$ cat config.mk
export PLATFORM = sky130hd
export DESIGN_NAME = chm_ctrl
export DESIGN_NICKNAME = d
export VERILOG_FILES = /design/src/hdl/chm_pkg.sv /design/src/hdl/chm_ctrl.sv
export SDC_FILE = /design/constraint.sdc
export NUM_CORES = 1
export LEC_CHECK = 0
export BUFFER_PORTS_ARGS = -buffer_cell sky130_fd_sc_hd__buf_4
export CAP_MARGIN = 10
export CORE_UTILIZATION = 40
export CTS_CLUSTER_DIAMETER = 40
export DETAILED_ROUTE_END_ITERATION = 16
export PLACE_DENSITY = 0.53
export SLEW_MARGIN = 0
export SYNTH_ARGS = -nofsm -noshare
export SYNTH_HDL_FRONTEND = slang
export SYNTH_SLANG_ARGS = --single-unit
export TNS_END_PERCENT = 100
$ cat constraint.sdc
create_clock -name clk -period 4.7 [get_ports clk]
set_clock_uncertainty 0.1 [all_clocks]
set_input_delay 0.235 -clock clk [delete_from_list [all_inputs] [get_ports clk]]
set_output_delay 0.235 -clock clk [all_outputs]
set_load 0.02 [all_outputs]
$ cat src/hdl/chm_pkg.sv
// Shared types and constants of the monotone-chain convex hull block.
// Used by the controller, the datapath and the top level; depends on nothing.
package chm_pkg;

	localparam int DEF_CAPACITY   = 64;
	localparam int DEF_COORD_BITS = 16;
	localparam int SIZE_BITS      = 7;

	// Command address fields are sized for the largest capacity (64 points, 128 stack slots).
	localparam int ST_AW = 6;
	localparam int SK_AW = 7;

	typedef enum logic [1:0] {
		WSEL_IN,
		WSEL_V,
		WSEL_RD
	} st_wsel_t;

	typedef struct packed {
		logic               st_we;
		st_wsel_t           st_wsel;
		logic [ST_AW-1:0]   st_waddr;
		logic [ST_AW-1:0]   st_raddr;
		logic               v_ld;
		logic               pt_ld;
		logic               sk_we;
		logic [SK_AW-1:0]   sk_waddr;
		logic [SK_AW-1:0]   sk_raddr;
		logic               a_ld;
		logic               mul_ld;
		logic               out_ld;
		logic               out_last;
		logic [SIZE_BITS-1:0] out_size;
		logic               out_drop;
	} cmd_t;

	typedef struct packed {
		logic less;
		logic not_left;
		logic out_busy;
	} sts_t;

endpackage

$ cat src/hdl/chm_ctrl.sv
// Controller of the convex hull block: load, insertion sort, chain walk and emit sequencing.
// Depends on chm_pkg; commands chm_dp through cmd_t and reads its sts_t.
module chm_ctrl #(
	parameter int POINT_CAPACITY = chm_pkg::DEF_CAPACITY
) (
	input  logic          clk,
	input  logic          arst_n,
	input  logic          in_valid,
	input  logic          in_last,
	output logic          in_ready,
	output chm_pkg::cmd_t cmd,
	input  chm_pkg::sts_t sts
);
	localparam int CNT_W = $clog2(POINT_CAPACITY + 1);
	localparam int SK_W  = $clog2(2 * POINT_CAPACITY + 1);

	typedef enum logic [3:0] {
		S_LOAD, S_SRD_I, S_SWAIT_I, S_SCMP, S_SPUT,
		S_HRDP, S_HWP, S_HRDA, S_HRDB, S_HMUL, S_HCMP, S_HPUSH, S_HFIN,
		S_ERD, S_ELD
	} state_t;

	state_t state_q;
	logic [CNT_W-1:0] cnt_q, n_q, i_q, j_q, p_q, e_q, emit;
	logic [SK_W-1:0] m_q, k_q, lim, m_push;
	logic upper_q, ovf_q, has_room, e_last;

	assign has_room = cnt_q < CNT_W'(POINT_CAPACITY);
	assign lim      = upper_q ? k_q : SK_W'(1);
	assign m_push   = (m_q < SK_W'(2 * POINT_CAPACITY)) ? m_q + SK_W'(1) : m_q;
	assign emit     = (m_q > SK_W'(POINT_CAPACITY)) ? CNT_W'(POINT_CAPACITY) : CNT_W'(m_q);
	assign e_last   = (e_q + CNT_W'(1)) == emit;
	assign in_ready = (state_q == S_LOAD);

	always_comb begin
		cmd = '0;
		cmd.st_wsel = chm_pkg::WSEL_IN;
		unique case (state_q)
			S_LOAD: begin
				cmd.st_we    = in_valid && has_room;
				cmd.st_waddr = chm_pkg::ST_AW'(cnt_q);
			end
			S_SRD_I: cmd.st_raddr = chm_pkg::ST_AW'(i_q);
			S_SWAIT_I: begin
				cmd.v_ld     = 1'b1;
				cmd.st_raddr = chm_pkg::ST_AW'(j_q - CNT_W'(1));
			end
			S_SCMP: begin
				cmd.st_we    = 1'b1;
				cmd.st_waddr = chm_pkg::ST_AW'(j_q);
				cmd.st_wsel  = sts.less ? chm_pkg::WSEL_RD : chm_pkg::WSEL_V;
				cmd.st_raddr = chm_pkg::ST_AW'(j_q - CNT_W'(2));
			end
			S_SPUT: begin
				cmd.st_we    = 1'b1;
				cmd.st_waddr = chm_pkg::ST_AW'(j_q);
				cmd.st_wsel  = chm_pkg::WSEL_V;
			end
			S_HRDP: cmd.st_raddr = chm_pkg::ST_AW'(p_q);
			S_HWP: cmd.pt_ld = 1'b1;
			S_HRDA: cmd.sk_raddr = chm_pkg::SK_AW'(m_q - SK_W'(2));
			S_HRDB: begin
				cmd.a_ld     = 1'b1;
				cmd.sk_raddr = chm_pkg::SK_AW'(m_q - SK_W'(1));
			end
			S_HMUL: cmd.mul_ld = 1'b1;
			S_HCMP, S_HFIN: begin
			end
			S_HPUSH: begin
				cmd.sk_we    = m_q < SK_W'(2 * POINT_CAPACITY);
				cmd.sk_waddr = chm_pkg::SK_AW'(m_q);
			end
			S_ERD: cmd.sk_raddr = chm_pkg::SK_AW'(e_q);
			S_ELD: begin
				cmd.sk_raddr = chm_pkg::SK_AW'(e_q);
				cmd.out_ld   = !sts.out_busy;
				cmd.out_last = e_last;
				cmd.out_size = chm_pkg::SIZE_BITS'(emit);
				cmd.out_drop = ovf_q;
			end
			default: begin
			end
		endcase
	end

	always_ff @(posedge clk or negedge arst_n) begin
		if (!arst_n) begin
			state_q <= S_LOAD;
			cnt_q   <= '0;
			n_q     <= '0;
			i_q     <= '0;
			j_q     <= '0;
			p_q     <= '0;
			e_q     <= '0;
			m_q     <= '0;
			k_q     <= '0;
			upper_q <= 1'b0;
			ovf_q   <= 1'b0;
		end else begin
			unique case (state_q)
				S_LOAD: begin
					if (in_valid) begin
						if (has_room) begin
							cnt_q <= cnt_q + CNT_W'(1);
						end else begin
							ovf_q <= 1'b1;
						end
						if (in_last) begin
							n_q     <= has_room ? cnt_q + CNT_W'(1) : cnt_q;
							i_q     <= CNT_W'(1);
							state_q <= S_SRD_I;
						end
					end
				end
				S_SRD_I: begin
					if (i_q >= n_q) begin
						p_q     <= '0;
						m_q     <= '0;
						upper_q <= 1'b0;
						state_q <= S_HRDP;
					end else begin
						j_q     <= i_q;
						state_q <= S_SWAIT_I;
					end
				end
				S_SWAIT_I: state_q <= S_SCMP;
				S_SCMP: begin
					if (sts.less) begin
						j_q <= j_q - CNT_W'(1);
						if (j_q == CNT_W'(1)) begin
							state_q <= S_SPUT;
						end
					end else begin
						i_q     <= i_q + CNT_W'(1);
						state_q <= S_SRD_I;
					end
				end
				S_SPUT: begin
					i_q     <= i_q + CNT_W'(1);
					state_q <= S_SRD_I;
				end
				S_HRDP: state_q <= S_HWP;
				S_HWP: state_q <= (m_q > lim) ? S_HRDA : S_HPUSH;
				S_HRDA: state_q <= S_HRDB;
				S_HRDB: state_q <= S_HMUL;
				S_HMUL: state_q <= S_HCMP;
				S_HCMP: begin
					if (sts.not_left) begin
						m_q     <= m_q - SK_W'(1);
						state_q <= ((m_q - SK_W'(1)) > lim) ? S_HRDA : S_HPUSH;
					end else begin
						state_q <= S_HPUSH;
					end
				end
				S_HPUSH: begin
					m_q <= m_push;
					if (!upper_q) begin
						if (p_q == n_q - CNT_W'(1)) begin
							k_q     <= m_push;
							upper_q <= 1'b1;
							if (n_q > CNT_W'(1)) begin
								p_q     <= n_q - CNT_W'(2);
								state_q <= S_HRDP;
							end else begin
								state_q <= S_HFIN;
							end
						end else begin
							p_q     <= p_q + CNT_W'(1);
							state_q <= S_HRDP;
						end
					end else if (p_q == '0) begin
						state_q <= S_HFIN;
					end else begin
						p_q     <= p_q - CNT_W'(1);
						state_q <= S_HRDP;
					end
				end
				S_HFIN: begin
					// The upper chain ends on the first vertex again; drop that copy.
					if (n_q > CNT_W'(1)) begin
						m_q <= m_q - SK_W'(1);
					end
					e_q     <= '0;
					state_q <= S_ERD;
				end
				S_ERD: state_q <= S_ELD;
				S_ELD: begin
					if (!sts.out_busy) begin
						if (e_last) begin
							cnt_q   <= '0;
							ovf_q   <= 1'b0;
							state_q <= S_LOAD;
						end else begin
							e_q     <= e_q + CNT_W'(1);
							state_q <= S_ERD;
						end
					end
				end
				default: state_q <= S_LOAD;
			endcase
		end
	end

endmodule

Yosys cells after proc, flatten, opt, wreduce, memory -nomap -nowiden
Cells that the tools add are included.

Logic and storage cells: 150. Bits in writable memories: 0. Register bits: 64. Input bits: 7. Memory bits (read-only): 0. Memories kept: 0. Latch bits: 0.

Multipliers: 0. Muxes and demuxes: 64. Equal/unequal tests: 32. Order comparisons: 7. Div/mod/pow operators: 0. Bitwise logic cells: 1. $add $sub $neg: 12. Reductions and logical operators: 23. Shifts and indexed selects: 0.

Operators by type and width (count): $mux W7 (17); $pmux W4 S15 (1); $pmux W7 S2 (4); $mux W4 (13); $mux W8 (6); $pmux W7 S3 (2); $pmux W8 S4 (1); $add A7 B1 Y7 const B (4); $eq A4 B4 Y1 const B (7); $ne A2 B2 Y1 const B (12); $pmux W6 S4 (1); $sub A7 B1 Y7 const B (3); $reduce_and A4 Y1 (5); $eq A4 B3 Y1 const B (4); $gt A8 B8 Y1 (2); $eq A7 B7 Y1 (2); $sub A7 B2 Y7 const B (2); $pmux W6 S2 (1); $reduce_and A3 Y1 (4); $mux W1 (11); $mux W10 (1); $add A8 B1 Y8 const B (1); $eq A4 B2 Y1 const B (2); $gt A8 B7 Y1 const B (1); 25 further kinds (32).

Longest topological paths before layout
Depth after elaboration: 6. Gate-level depth with buffers: 12. Depth with buffers taken out: 11.

Worst setup path after synthesis
OpenSTA, ideal clock, no wires.

Path type: register to register. Start point: register m_q[0]. End point: register state_q[3]. Data required time: 4.461 ns. Path slack: 1.781 ns. Cell stages (with the launch flop): 11. Setup time: 0.139 ns. Arrival time: 2.680 ns. Path through: dfrtp_1 -> buf_1 -> inv_1 -> ha_1 -> xor2_1 -> ha_1 -> and4b_1 -> a31o_1 -> a31oi_1 -> nor3_1 -> or4b_1.

Longest elaborated chain between the ends: 6. Elaborated cells on any way between the ends: 12. Those cells by class: add/sub (1); order compare (3); eq/ne (1); mux (7).

Ends and longest elaborated chain: start, declared (line chm_ctrl.sv:25) `logic [SK_W-1:0] m_q, k_q, lim, m_push;`; start signal, assigned (line chm_ctrl.sv:149) `m_q <= m_q - SK_W'(1);`; start signal, assigned (line chm_ctrl.sv:156) `m_q <= m_push;`; start signal, assigned (line chm_ctrl.sv:181) `m_q <= m_q - SK_W'(1);`; parallel branches: the longest is 5 deep, another holds $sub A8 B1 Y8; $pmux W4 S15 (*) (line chm_ctrl.sv:100) `unique case (state_q)`; end signal, assigned (line chm_ctrl.sv:143) `S_HWP: state_q <= (m_q > lim) ? S_HRDA : S_HPUSH;`; end signal, assigned (line chm_ctrl.sv:150) `state_q <= ((m_q - SK_W'(1)) > lim) ? S_HRDA : S_HPUSH;`; end, declared (line chm_ctrl.sv:23) `state_t state_q;`.

Every way passes the cells marked *. The select of a mux whose other input is x is not followed. A chain may end at the register's enable or synchronous reset.

Final worst setup path
Start point: register m_q[2]. End point: register state_q[3].

Same word-level chain as after synthesis.

==> run summary <==
The post-synthesis instance area came out at 6020 um^2. The total negative setup slack came out at 0 ns. The clock tree from TritonCTS is done. Of the total synthesized cell area, the portion taken by XOR and XNOR cells is 8.08%. The worst-margin pin slew came out at 1.03 ns. The post-CTS clock slew at the launch and capture registers of the worst setup and hold paths came out at 0.06 ns.

Measured against its own limit, the worst slew margin works out to 31.1%. By startpoint and endpoint, the worst setup path is classified as flop to flop. The worst min-delay path class is primary input to flop. The data required time of the critical path is 4.83 ns. The root buffer cell chosen for the clock tree is clkbuf_16. Of all nets on the critical path, the largest fanout is 16. The routability congestion estimate from global placement came out at 0.920. The first routing iteration left 435 violations.

Synthesis produced 747 cells. Cells fill 46.7% of the core in the end. The number of antenna diodes in the final layout is 0. The number of setup buffers added after CTS is 0.

The cell row count is 44. The area fraction in and, or, nand and nor cells after synthesis is 23.8%. Once routing completed, OpenROAD measured the worst setup slack at 1.17 ns. Counting every net in the synthesized netlist gives 796. The cell area power density is 737 nW/um^2. The number of pins exceeding their max-slew limit in the final report is 0. The combinational family with the most area after synthesis is simple AND/OR/NAND/NOR gates.

The DRC violation count after routing came out at 0. The number of I/O pins came out at 52. The routed wire length is 19000 um. The largest vdd supply drop is 0.000289 V. The sequential share of the synthesized area is 26.6%.

The data arrival time of the critical path came out at 3.65 ns. Across every metal layer, demand over resource in global routing totals 24.8%. The number of antenna violations at the first check in global routing is 0. The share of cell area taken by muxes after synthesis came out at 3.63%.

Max-cap violations in this run came to 0. The relative area change from synthesis to final layout is 13.2%. The maximum number of pins on one net before global-route repair is 65. No sink is reached through more buffers than the 2 on the longest clock path. The number of different library cells used by synthesis comes to 79. The leftover overflow at the end of global routing is 0. The post-synthesis area per instance came out at 8.06 um^2. Buffers placed on the I/O ports in this run total 51.

STA classifies the critical path startpoint as a flop. The number of vias per cell after detailed routing came out at 6.00. The insertion delay of the later-clocked pin in the worst-skew pair is 0.35 ns. The number of clock sinks is 64. The first global-routing pass estimated 30500 um of wire. The final critical-path share of the clock period came out at 75.0%.

For the finished layout, the period the worst path requires is 3.53 ns. The detailed placement HPWL is 13900 um. Of the cells placed in the final design, the portion with a size suffix greater than 1 is 11.9%. The number of global-route vias before repair came to 5463. The post-cts gate resize count is 0. The core footprint came out at 14600 um^2. The flow ran to the end, and the final reports show no timing, DRC or antenna violations. Among all cell types in the netlist, the one instantiated most often is nand2_1. The die extent in y came out at 125 um. The overall die width is 125 um. The number of H-tree levels came out at 3. The length of routed met3 wiring is 1110 um. The total number of vias came out at 5726. The initial core utilization came out at 41.3%.

Counting the fill cells in the layout gives 1434. The top cell type's share of synthesized area is 26.6%. The clock buffer count from CTS came out at 9.

The synthesized design contains 64 register bits. In the final routed layout, each cell accounts on average for 19.9 um. The detailed router used layers up to and including met4.

During synthesis, Yosys emitted a total of 0 warnings. After synthesis, the most frequently instantiated cells are nand2_1, dfrtp_1, nor2_1. The routed wire length on met2 is 8330 um. The timing-limited maximum frequency came out at 284 MHz. The endpoint class of the critical path is a flop. The overall power consumption is 0.00503 W. The count of nets after finishing is 816. The worst slack at placement came out at 1.24 ns.

The first TritonRoute pass finished after 5 iterations. The final setup violation count is 0. In the post-synthesis netlist, the biggest area contributors are dfrtp_1, ha_1, xnor2_1. Setup repair after global routing left no endpoint under its margin. The fraction of the mapped netlist area in compound gates came out at 23.2%. In the synthesized netlist the async set-or-reset flop fraction comes to 100%. The primary flip-flop cell chosen by synthesis mapping is dfrtp_1. The number of hold buffers added after CTS was 1. The number of synthesized flops with an enable pin is 0. Of all cell types, the one taking the most synthesized area is dfrtp_1. The routed metal-1 wire length came out at 9280 um. The leakage component of the power is 3.08 nW. The count of final hold-check violations came out at 0. The area enclosed by the die boundary came out at 15600 um^2. The fraction of the mapped netlist area in adder cells is 8.72%. The number of nets with antenna violations after detailed routing came out at 0.
cell usage in the layout (no fill, tap or decap), types with 5 or more instances in the layout:
master and instances:
a211oi_1 5, a21o_1 12, a21oi_1 40, a22o_1 11, a22oi_1 8, a31oi_1 12
and2_1 12, and3_1 14, buf_4 58, clkbuf_16 9, dfrtp_1 64, ha_1 42
inv_1 35, mux2_1 6, mux2i_1 14, nand2_1 69, nand2b_1 11, nand3_1 27
nand4_1 11, nor2_1 52, nor2b_1 10, nor3_1 19, nor4_1 7, o21ai_0 50
o21ai_1 6, o22a_1 6, o22ai_1 10, o31ai_1 9, xnor2_1 32, xor2_1 21
final timing paths:
check                            start          to  slack (ns)  cells past startpoint
worst max-delay path            m_q[2]  state_q[3]        1.17                     11
worst min-delay path            sts[0]      e_q[0]        0.05                      2
worst max register to register  m_q[2]  state_q[3]        1.17                     11
worst min register to register  k_q[0]      k_q[0]        0.39                      2
max in group asynchronous       arst_n      j_q[2]        3.45                      2
min in group asynchronous       arst_n      k_q[3]        0.44                      2
logic make-up after synthesis:
kind of cell | Yosys count
adders and majority gates | 42
and+or+nand+nor | 269
xor gates and xnor gates | 54
DFF | 64
buffers and inverters | 86
AOI/OAI and AO/OA | 211
muxes | 21
metal layers:
metal  vias to the layer above  track usage, %
li1                       2757               -
met3                        28            3.99
met1                      2762            36.8
met5                         -               0
met4                         0            6.09
met2                       179            37.0
stage by stage:
| step | hold slack (ns) | std cells | area (um^2) |
|---|---|---|---|
| after floorplan | -0.161 | 747 | 6020 |
| after global placement | 0.292 | 939 | 6470 |
| after detailed placement | 0.304 | 939 | 6470 |
| after CTS | 0.0400 | 955 | 6820 |
| after global routing | 0.0699 | 955 | 6820 |
| final | 0.0529 | 955 | 6820 |
layout make-up:
| type | count | area, um^2 | share of cell area, % |
|---|---|---|---|
| clock buffer | 13 | 280 | 4.11 |
| clock inverter | 2 | 60.1 | 0.881 |
| inverter | 36 | 135 | 1.98 |
| multi-input combinational | 597 | 4070 | 59.6 |
| sequential | 64 | 1600 | 23.5 |
| tap | 184 | 230 | 3.38 |
| timing repair buffer | 59 | 445 | 6.53 |
power breakdown:
group | total (W) | switching [W] | internal, W
logic | 0.00295 | 0.00171 | 0.00124
registers | 0.00130 | 0.000556 | 0.000743
clock network | 0.000780 | 0.000261 | 0.000519
state kept, by name, indices dropped and copies added, names as in the netlist:
name     flops
state_q      4
i_q          7
j_q          7
cnt_q        7
p_q          7
upper_q      1
ovf_q        1
e_q          7
k_q          8
m_q          8
n_q          7
critical path, stage by stage, from the launching register on:
cell,delay (ns)
dfrtp_1,0.69
inv_1,0.26
ha_1,0.29
nand2_1,0.16
nand2_1,0.12
xnor2_1,0.24
ha_1,0.29
and4b_1,0.19
a31o_1,0.21
a31oi_1,0.32
nor3_1,0.07
or4b_1,0.46
Power figures use the tool's default switching activity.
